## src/design/cbip_pkg.sv

```systemverilog
// Package for the custom base integer parser: types, codes and character constants.
// Used by cbip_front, cbip_queue, cbip_back and custom_base_integer_parser_unit.
package cbip_pkg;

  localparam int MAX_ALPHABET = 16;
  localparam int LEN_W        = 5;
  localparam int CHARS_W      = 64;
  localparam int DIGIT_W      = (MAX_ALPHABET > 1) ? $clog2(MAX_ALPHABET) : 1;
  localparam int VALUE_W      = 32;
  localparam int CFG_INDEX_W  = 2;

  localparam logic [CFG_INDEX_W-1:0] CFG_LENGTH     = 2'd0;
  localparam logic [CFG_INDEX_W-1:0] CFG_LOW_CHARS  = 2'd1;
  localparam logic [CFG_INDEX_W-1:0] CFG_HIGH_CHARS = 2'd2;

  localparam logic [7:0] CH_NUL       = 8'h00;
  localparam logic [7:0] CH_TAB       = 8'd9;
  localparam logic [7:0] CH_CR        = 8'd13;
  localparam logic [7:0] CH_SPACE     = 8'h20;
  localparam logic [7:0] CH_PLUS      = 8'h2B;
  localparam logic [7:0] CH_MINUS     = 8'h2D;
  localparam logic [7:0] CH_MIN_PRINT = 8'd32;

  localparam logic [LEN_W-1:0] MIN_ALPHABET = 5'd2;

  typedef enum logic [2:0] {
    CLS_TERM,
    CLS_SPACE,
    CLS_PLUS,
    CLS_MINUS,
    CLS_OTHER
  } cbip_class_t;

  typedef enum logic [1:0] {
    PH_SPACE,
    PH_SIGN,
    PH_DIGIT,
    PH_STOP
  } cbip_phase_t;

  typedef struct packed {
    logic [7:0]  ch;
    cbip_class_t cls;
  } cbip_entry_t;

  typedef struct packed {
    logic [LEN_W-1:0]   length;
    logic [CHARS_W-1:0] low_chars;
    logic [CHARS_W-1:0] high_chars;
  } cbip_cfg_t;

endpackage

```

## src/design/cbip_front.sv

```systemverilog
// Front end: accepts text words and tags each with its character class.
// Depends on cbip_pkg; feeds cbip_queue.
module cbip_front import cbip_pkg::*; (
  input  logic        in_valid,
  input  logic [7:0]  text_byte,
  input  logic        q_full,
  output logic        in_stall,
  output logic        push,
  output cbip_entry_t push_entry
);

  assign in_stall = q_full;
  assign push     = in_valid && !q_full;

  always_comb begin
    push_entry.ch = text_byte;
    if (text_byte == CH_NUL) begin
      push_entry.cls = CLS_TERM;
    end else if (text_byte inside {[CH_TAB:CH_CR], CH_SPACE}) begin
      push_entry.cls = CLS_SPACE;
    end else if (text_byte == CH_PLUS) begin
      push_entry.cls = CLS_PLUS;
    end else if (text_byte == CH_MINUS) begin
      push_entry.cls = CLS_MINUS;
    end else begin
      push_entry.cls = CLS_OTHER;
    end
  end

endmodule

```

## src/design/cbip_queue.sv

```systemverilog
// Two-entry queue between front and back end.
// Depends on cbip_pkg for the entry type.
module cbip_queue import cbip_pkg::*; (
  input  logic        clk,
  input  logic        rst,
  input  logic        push,
  input  cbip_entry_t push_entry,
  input  logic        pop,
  output logic        full,
  output logic        q_valid,
  output cbip_entry_t head
);

  cbip_entry_t slots [2];
  logic        wptr;
  logic        rptr;
  logic [1:0]  count;

  assign full    = (count == 2'd2);
  assign q_valid = (count != 2'd0);
  assign head    = slots[rptr];

  always_ff @(posedge clk) begin
    if (push) begin
      slots[wptr] <= push_entry;
    end
  end

  always_ff @(posedge clk) begin
    if (rst) begin
      wptr  <= 1'b0;
      rptr  <= 1'b0;
      count <= 2'd0;
    end else begin
      if (push) begin
        wptr <= !wptr;
      end
      if (pop) begin
        rptr <= !rptr;
      end
      case ({push, pop})
        2'b10:   count <= count + 2'd1;
        2'b01:   count <= count - 2'd1;
        default: count <= count;
      endcase
    end
  end

endmodule

```

## src/design/cbip_back.sv

```systemverilog
// Back end: phase machine, digit match, multiply-add and the result register.
// Depends on cbip_pkg; takes entries from cbip_queue and the config struct.
module cbip_back import cbip_pkg::*; (
  input  logic                      clk,
  input  logic                      rst,
  input  cbip_cfg_t                 cfg,
  input  logic                      q_valid,
  input  cbip_entry_t               head,
  output logic                      pop,
  output logic                      out_valid,
  input  logic                      out_stall,
  output logic signed [VALUE_W-1:0] parsed_value,
  output logic                      alphabet_invalid
);

  cbip_phase_t        phase;
  cbip_phase_t        phase_next;
  logic               negative_flag;
  logic               negative_flag_next;
  logic [VALUE_W-1:0] accumulator;
  logic [VALUE_W-1:0] accumulator_next;

  logic [8*MAX_ALPHABET-1:0] all_chars;
  logic [7:0]                chars [MAX_ALPHABET];
  logic [LEN_W-1:0]          used_len;
  logic                      hit;
  logic [DIGIT_W-1:0]        digit;
  logic                      bad;
  logic                      is_term;
  logic                      is_sign;
  logic [VALUE_W-1:0]        mac;

  assign all_chars = {cfg.high_chars, cfg.low_chars};
  assign used_len  = (cfg.length > LEN_W'(MAX_ALPHABET)) ? LEN_W'(MAX_ALPHABET) : cfg.length;

  assign is_term = (head.cls == CLS_TERM);
  assign is_sign = (head.cls == CLS_PLUS) || (head.cls == CLS_MINUS);

  // a terminator needs the result register free; anything else always drains
  assign pop = q_valid && (!is_term || !out_valid || !out_stall);

  always_comb begin
    for (int i = 0; i < MAX_ALPHABET; i++) begin
      chars[i] = all_chars[8*i +: 8];
    end
  end

  // first matching character wins
  always_comb begin
    hit   = 1'b0;
    digit = '0;
    for (int i = MAX_ALPHABET - 1; i >= 0; i--) begin
      if ((LEN_W'(i) < used_len) && (chars[i] == head.ch)) begin
        hit   = 1'b1;
        digit = DIGIT_W'(i);
      end
    end
  end

  always_comb begin
    bad = (cfg.length < MIN_ALPHABET) || (cfg.length > LEN_W'(MAX_ALPHABET));
    for (int i = 0; i < MAX_ALPHABET; i++) begin
      if (LEN_W'(i) < cfg.length) begin
        if ((chars[i] == CH_PLUS) || (chars[i] == CH_MINUS) ||
            (chars[i] < CH_MIN_PRINT) || chars[i][7]) begin
          bad = 1'b1;
        end
        for (int k = i + 1; k < MAX_ALPHABET; k++) begin
          if ((LEN_W'(k) < cfg.length) && (chars[k] == chars[i])) begin
            bad = 1'b1;
          end
        end
      end
    end
  end

  assign mac = VALUE_W'(accumulator * VALUE_W'(cfg.length)) + VALUE_W'(digit);

  // next phase
  always_comb begin
    phase_next = phase;
    if (pop) begin
      if (is_term) begin
        phase_next = PH_SPACE;
      end else begin
        case (phase)
          PH_SPACE, PH_SIGN: begin
            if (phase == PH_SPACE && head.cls == CLS_SPACE) begin
              phase_next = PH_SPACE;
            end else if (is_sign) begin
              phase_next = PH_SIGN;
            end else if (hit) begin
              phase_next = PH_DIGIT;
            end else begin
              phase_next = PH_STOP;
            end
          end
          PH_DIGIT: phase_next = hit ? PH_DIGIT : PH_STOP;
          PH_STOP:  phase_next = PH_STOP;
          default:  phase_next = PH_STOP;
        endcase
      end
    end
  end

  // sign and accumulator
  always_comb begin
    negative_flag_next = negative_flag;
    accumulator_next   = accumulator;
    if (pop) begin
      if (is_term) begin
        negative_flag_next = 1'b0;
        accumulator_next   = '0;
      end else if (phase != PH_STOP) begin
        if ((phase == PH_SPACE) && (head.cls == CLS_SPACE)) begin
          accumulator_next = accumulator;
        end else if ((phase == PH_SPACE || phase == PH_SIGN) && is_sign) begin
          negative_flag_next = negative_flag ^ (head.cls == CLS_MINUS);
        end else if (hit) begin
          accumulator_next = mac;
        end
      end
    end
  end

  always_ff @(posedge clk) begin
    if (rst) begin
      phase         <= PH_SPACE;
      negative_flag <= 1'b0;
      accumulator   <= '0;
      out_valid     <= 1'b0;
    end else begin
      phase         <= phase_next;
      negative_flag <= negative_flag_next;
      accumulator   <= accumulator_next;
      if (pop && is_term) begin
        out_valid <= 1'b1;
      end else if (!out_stall) begin
        out_valid <= 1'b0;
      end
    end
  end

  always_ff @(posedge clk) begin
    if (pop && is_term) begin
      alphabet_invalid <= bad;
      if (bad) begin
        parsed_value <= '0;
      end else if (negative_flag) begin
        parsed_value <= VALUE_W'(-accumulator);
      end else begin
        parsed_value <= accumulator;
      end
    end
  end

  a_term_clears: assert property (@(posedge clk) disable iff (rst)
    (pop && is_term) |=> (phase == PH_SPACE && accumulator == '0 && !negative_flag))
    else $error("parser state not cleared after terminator");

  a_stop_holds: assert property (@(posedge clk) disable iff (rst)
    (phase == PH_STOP && !(pop && is_term)) |=> (phase == PH_STOP))
    else $error("stopped parse resumed before terminator");

  a_invalid_zero: assert property (@(posedge clk) disable iff (rst)
    (out_valid && alphabet_invalid) |-> (parsed_value == '0))
    else $error("invalid alphabet result is not zero");

  a_no_overwrite: assert property (@(posedge clk) disable iff (rst)
    (out_valid && out_stall) |-> !(pop && is_term))
    else $error("pending result overwritten");

endmodule

```

## src/design/custom_base_integer_parser_unit.sv

```systemverilog
// Custom base integer parser, top level: config registers, front, queue, back.
// Depends on cbip_pkg, cbip_front, cbip_queue and cbip_back.
// A terminator word goes through the queue and, once popped, into the result register.
// Throughput: one text word per cycle while in_stall is low, set by the single multiply-add in the back end.
// A terminator waits in the queue only while a previous result is still not taken.
// Reset (rst, synchronous): clears parse state, queue, result valid and all config regs.
module custom_base_integer_parser_unit import cbip_pkg::*; (
  input  logic                      clk,
  input  logic                      rst,
  input  logic                      cfg_write,
  input  logic [CFG_INDEX_W-1:0]    cfg_index,
  input  logic [CHARS_W-1:0]        cfg_data,
  input  logic                      in_valid,
  output logic                      in_stall,
  input  logic [7:0]                text_byte,
  output logic                      out_valid,
  input  logic                      out_stall,
  output logic signed [VALUE_W-1:0] parsed_value,
  output logic                      alphabet_invalid
);

  cbip_cfg_t   cfg;
  logic        push;
  logic        pop;
  logic        q_full;
  logic        q_valid;
  cbip_entry_t push_entry;
  cbip_entry_t head;

  always_ff @(posedge clk) begin
    if (rst) begin
      cfg <= '0;
    end else if (cfg_write) begin
      case (cfg_index)
        CFG_LENGTH:     cfg.length     <= cfg_data[LEN_W-1:0];
        CFG_LOW_CHARS:  cfg.low_chars  <= cfg_data;
        CFG_HIGH_CHARS: cfg.high_chars <= cfg_data;
        default:        cfg            <= cfg;
      endcase
    end
  end

  cbip_front u_front (
    .in_valid   (in_valid),
    .text_byte  (text_byte),
    .q_full     (q_full),
    .in_stall   (in_stall),
    .push       (push),
    .push_entry (push_entry)
  );

  cbip_queue u_queue (
    .clk        (clk),
    .rst        (rst),
    .push       (push),
    .push_entry (push_entry),
    .pop        (pop),
    .full       (q_full),
    .q_valid    (q_valid),
    .head       (head)
  );

  cbip_back u_back (
    .clk              (clk),
    .rst              (rst),
    .cfg              (cfg),
    .q_valid          (q_valid),
    .head             (head),
    .pop              (pop),
    .out_valid        (out_valid),
    .out_stall        (out_stall),
    .parsed_value     (parsed_value),
    .alphabet_invalid (alphabet_invalid)
  );

endmodule

```

## config.mk

```make
export PLATFORM = sky130hd
export DESIGN_NAME = custom_base_integer_parser_unit
export DESIGN_NICKNAME = d
export VERILOG_FILES = /design/src/design/cbip_pkg.sv /design/src/design/cbip_front.sv /design/src/design/cbip_queue.sv /design/src/design/cbip_back.sv /design/src/design/custom_base_integer_parser_unit.sv
export SDC_FILE = /design/constraint.sdc
export NUM_CORES = 2
export LEC_CHECK = 0
export BUFFER_PORTS_ARGS = -buffer_cell sky130_fd_sc_hd__buf_4
export CORE_UTILIZATION = 33
export CTS_BUF_LIST = sky130_fd_sc_hd__clkbuf_2 sky130_fd_sc_hd__clkbuf_4 sky130_fd_sc_hd__clkbuf_8
export CTS_CLUSTER_SIZE = 24
export DETAILED_ROUTE_END_ITERATION = 10
export PLACE_DENSITY = 0.54
export SLEW_MARGIN = 20
export SYNTH_ARGS = -nofsm -noshare
export SYNTH_HDL_FRONTEND = slang
export SYNTH_HIERARCHICAL = 1
export SYNTH_SLANG_ARGS = --single-unit
```

## constraint.sdc

```tcl
create_clock -name clk -period 16.2 [get_ports clk]
set_clock_uncertainty 0.1 [all_clocks]
set_input_delay 1.62 -clock clk [delete_from_list [all_inputs] [get_ports clk]]
set_output_delay 1.62 -clock clk [all_outputs]
set_load 0.05 [all_outputs]
```

==> results by group <==
Run status
  • Status: complete, no violations

Layout
  • Footprint of the multi-input gates: 0.0216 mm^2
  • # nets final: 3593
  • Area delta synth->final: 9.14%
  • FF/Latch Area: about 0.005 mm^2
  • Final cell count without fillers: 4544
  • Ratio of cells with drive above 1 in the final layout: 10.9%
  • Fillers: 9028

Power
  • Clock power share: 31.0%
  • P_int: roughly 1200 uW
  • Switch share: 37.9%
  • Pwr Density: 61.3 mW/mm^2
  • Register share of total power: about a third
  • Sw power: 729 uW
  • Power, Total: 1920 uW
  • Combinational fraction of design power: 36.0%
  • Peak supply drop: 51.7 uV
  • LEAKAGE: 0.0138 uW

Clock tree
  • # hold bufs at CTS: 0
  • CTS Buf Count: 44
  • Postcts setup bufs: 0
  • Clock slew at reported path FFs: ~80 ps
  • Clock root cell: clkbuf_8
  • CTS resizes: 0
  • Worst skew pair latency: 670 ps
  • CTS sink cnt: around 230
  • H-Tree Depth: 2
  • Clock Path Buffers: 3
  • TritonCTS clock tree: built

Drt
  • Post-DR vias/cell: roughly 5.7
  • DRT iter0 DRCs: approximately 3200
  • WL/cell: around 26 um
  • Final wirelength: 116000 um
  • Via total after detailed routing: between 20000 and 30000
  • Drt pass-1 iters: 5
  • Final ANT Viol Nets: 0
  • # DRC: 0

Global routing
  • Antenna violations before repair: 1
  • First-pass GRT wire length: 170000 um
  • Pin count of the biggest net entering global routing: 120
  • Grt ovf: 0
  • Vias in the first global route: 24700
  • Total Routing Usage GR: 25.4%

Place
  • Post-Place Cells: about 4500
  • Gpl congestion: 0.997
  • HPWL after DPL: 72300 um
  • PortBufs: 113

Die
  • Die Width: 297 um
  • Core Area: about 0.086 mm^2
  • Total die area: 0.0883 mm^2
  • DIE HEIGHT: around 300 um
  • Row cnt: ~110
  • Initial core utilization: between 30% and 40%
  • I/O pins: 114

Synthesis
  • Mapped Area: 0.0287 mm^2
  • Mean post-synth cell area: 8.33 um^2
  • Post-synth cell types: 75
  • Mapped Cells: 3450
  • Count leader, synth: xnor2_1
  • Synth cell count leaders: xnor2_1, xor2_1, clkbuf_1
  • Cell accounting for the most synthesized area: xnor2_1
  • Number of synthesized flops with an enable pin: 55
  • Asr flop ratio synth: 0%
  • Leading post-synthesis cells by cell area: xnor2_1, xor2_1, dfxtp_1
  • Synth warnings: 6
  • Post-Synthesis Net Count: 3679
  • Synth top area share: 18.2%
  • Sequential-to-total area share from yosys stat: between 10% and 20%
  • Top_reg_cell synth: dfxtp_1
  • FF+latch count, synth: around 230

Setup path
  • Crit path capture type: register
  • Delay-heaviest family, CP: compound AO/OA/AOI/OAI gates
  • Crit start category: register
  • Worst path slowest cell: dfxtp_2
  • Critical Path AT: between 7000 and 8000 ps
  • Crit-path max cell delay: 1010 ps
  • Worst Path Max Fanout: 45
  • Critical Path Stages: 22
  • R2r endpoint: u_back/accumulator[29]
  • R2r setup slk: 8830 ps
  • CP bufs+invs: 3
  • CP Cell Sequence: nand2_1 > a21oi_1 > nand3_1 > and4_1 > nor2b_1 > o41ai_1 > fa_1 > inv_1 > ha_1 > inv_1 > fa_1 > inv_1 > ha_1 > a21oi_1 > o221a_2 > o221a_2 > o211ai_1 > a311oi_1 > o21bai_1 > xnor2_1 > or3_1 > a21oi_1
  • Reg2reg start: cfg[128]
  • CP Data Required Time: 16700 ps
  • Critical path class: register to register
  • Reg2reg path depth: 22

Worst hold path
  • Worst Hold Endpoint: cfg[75]
  • Hold Path Origin: cfg[75]
  • Min-delay worst type: register to register
  • Hold depth: 2

STA
  • Fin crit share: 45.5%
  • Hold Violations, Final: 0
  • Worst Tran Pin Value: roughly 1000 ps
  • Max frequency: 136 MHz
  • Worst hold margin: about 370 ps
  • RSZ-0062 raised after global routing: no
  • Rel. slew slack: between 20 and 30%
  • Fin. max-slew vios: 0
  • Final setup violation count: 0
  • Setup_tns: 0 ps
  • Post-layout min period: 7370 ps

Job
  • Max-cap violations: 0
[placed cells by master (no fill, tap or decap), types with 8 or more instances in the layout]
| cell | n |
|---|---|
| buf_4 | 261 |
| dfxtp_1 | 169 |
| ha_1 | 64 |
| and2_1 | 69 |
| a31oi_1 | 28 |
| clkbuf_4 | 14 |
| o21ai_0 | 37 |
| a21oi_1 | 72 |
| o31ai_1 | 10 |
| inv_1 | 101 |
| nand3_1 | 45 |
| nor3_1 | 76 |
| mux2i_1 | 135 |
| fa_1 | 86 |
| xor2_1 | 563 |
| nand2_1 | 147 |
| nor4_1 | 143 |
| mux2_2 | 11 |
| a21o_1 | 10 |
| nand4_1 | 151 |
| nand2b_1 | 206 |
| or3_1 | 24 |
| nand4b_1 | 18 |
| nor2_1 | 91 |
| clkbuf_8 | 46 |
| o41ai_1 | 11 |
| nor2b_1 | 10 |
| xnor2_1 | 596 |
| clkinv_2 | 8 |
| edfxtp_1 | 55 |
| a211oi_1 | 9 |
[state kept, by name (all words and copies together) (netlist names), named ones only]
signal	flops
u_queue/wptr	1
u_queue/rptr	1
u_back/parsed_value	32
u_queue/slots	22
u_back/phase	2
u_back/alphabet_invalid	1
u_back/out_valid	1
cfg	133
u_back/accumulator	32
u_queue/count	2
u_back/negative_flag	1
[power by group through the flow]
stage	registers, uW	logic [uW]	clock network (uW)
after detailed placement	647	667	0
final	636	692	596
after CTS	635	669	614
after floorplan	641	496	0
after global routing	638	728	640
after global placement	647	661	0
[worst min-delay path: stages (launching register included)]
cell and delay, ps:
dfxtp_1 300, nand2b_1 60, mux2i_1 60
[worst max path at each step]
stage,from,end
final,cfg[128],u_back/accumulator[29]
after global routing,cfg[128],u_back/accumulator[29]
after CTS,cfg[128],u_back/accumulator[29]
after detailed placement,cfg[128],u_back/accumulator[30]
after global placement,register,u_back/accumulator[29]
after floorplan,register,u_back/accumulator[29]
[through the flow]
| step | utilization [%] | worst slack (ps) | instance area [um^2] |
|---|---|---|---|
| 6_report | 36.6 | 8830 | 31400 |
| 5_1_grt | 36.6 | 8400 | 31400 |
| 4_1_cts | 36.6 | 9070 | 31400 |
| 3_5_place_dp | 35.6 | 9110 | 30500 |
| 3_3_place_gp | 35.6 | 9260 | 30500 |
| 2_1_floorplan | - | 10180 | 28700 |
[final cells by class]
| class | instances | area share [%] |
|---|---|---|
| well taps | 1144 | 4.56 |
| flip-flops and latches | 229 | 16.4 |
| clock inverters | 20 | 0.463 |
| multi-input cells | 2726 | 68.7 |
| inverters | 101 | 1.21 |
| repair buffers | 262 | 6.28 |
| diodes | 2 | 0.0160 |
| clock buffers | 60 | 2.35 |
[layer usage]
layer	track usage (%)	wire length [um]	vias to the layer above
li1	-	-	11300
met1	32.9	47100	12400
met2	38.0	48600	1655
met3	6.85	13000	472
met4	14.5	7270	0
met5	0	0	-
[kinds of logic after synthesis]
| group | after synthesis | share of synthesized area (%) |
|---|---|---|
| compound gates | 241 | 5.48 |
| xor+xnor | 1159 | 35.3 |
| fa+ha+maj | 150 | 8.77 |
| buf+inv | 495 | 7.22 |
| flops | 229 | 17.9 |
| mux | 146 | 5.13 |
| simple gates | 1030 | 20.2 |
(Power assumes the default switching activity.)
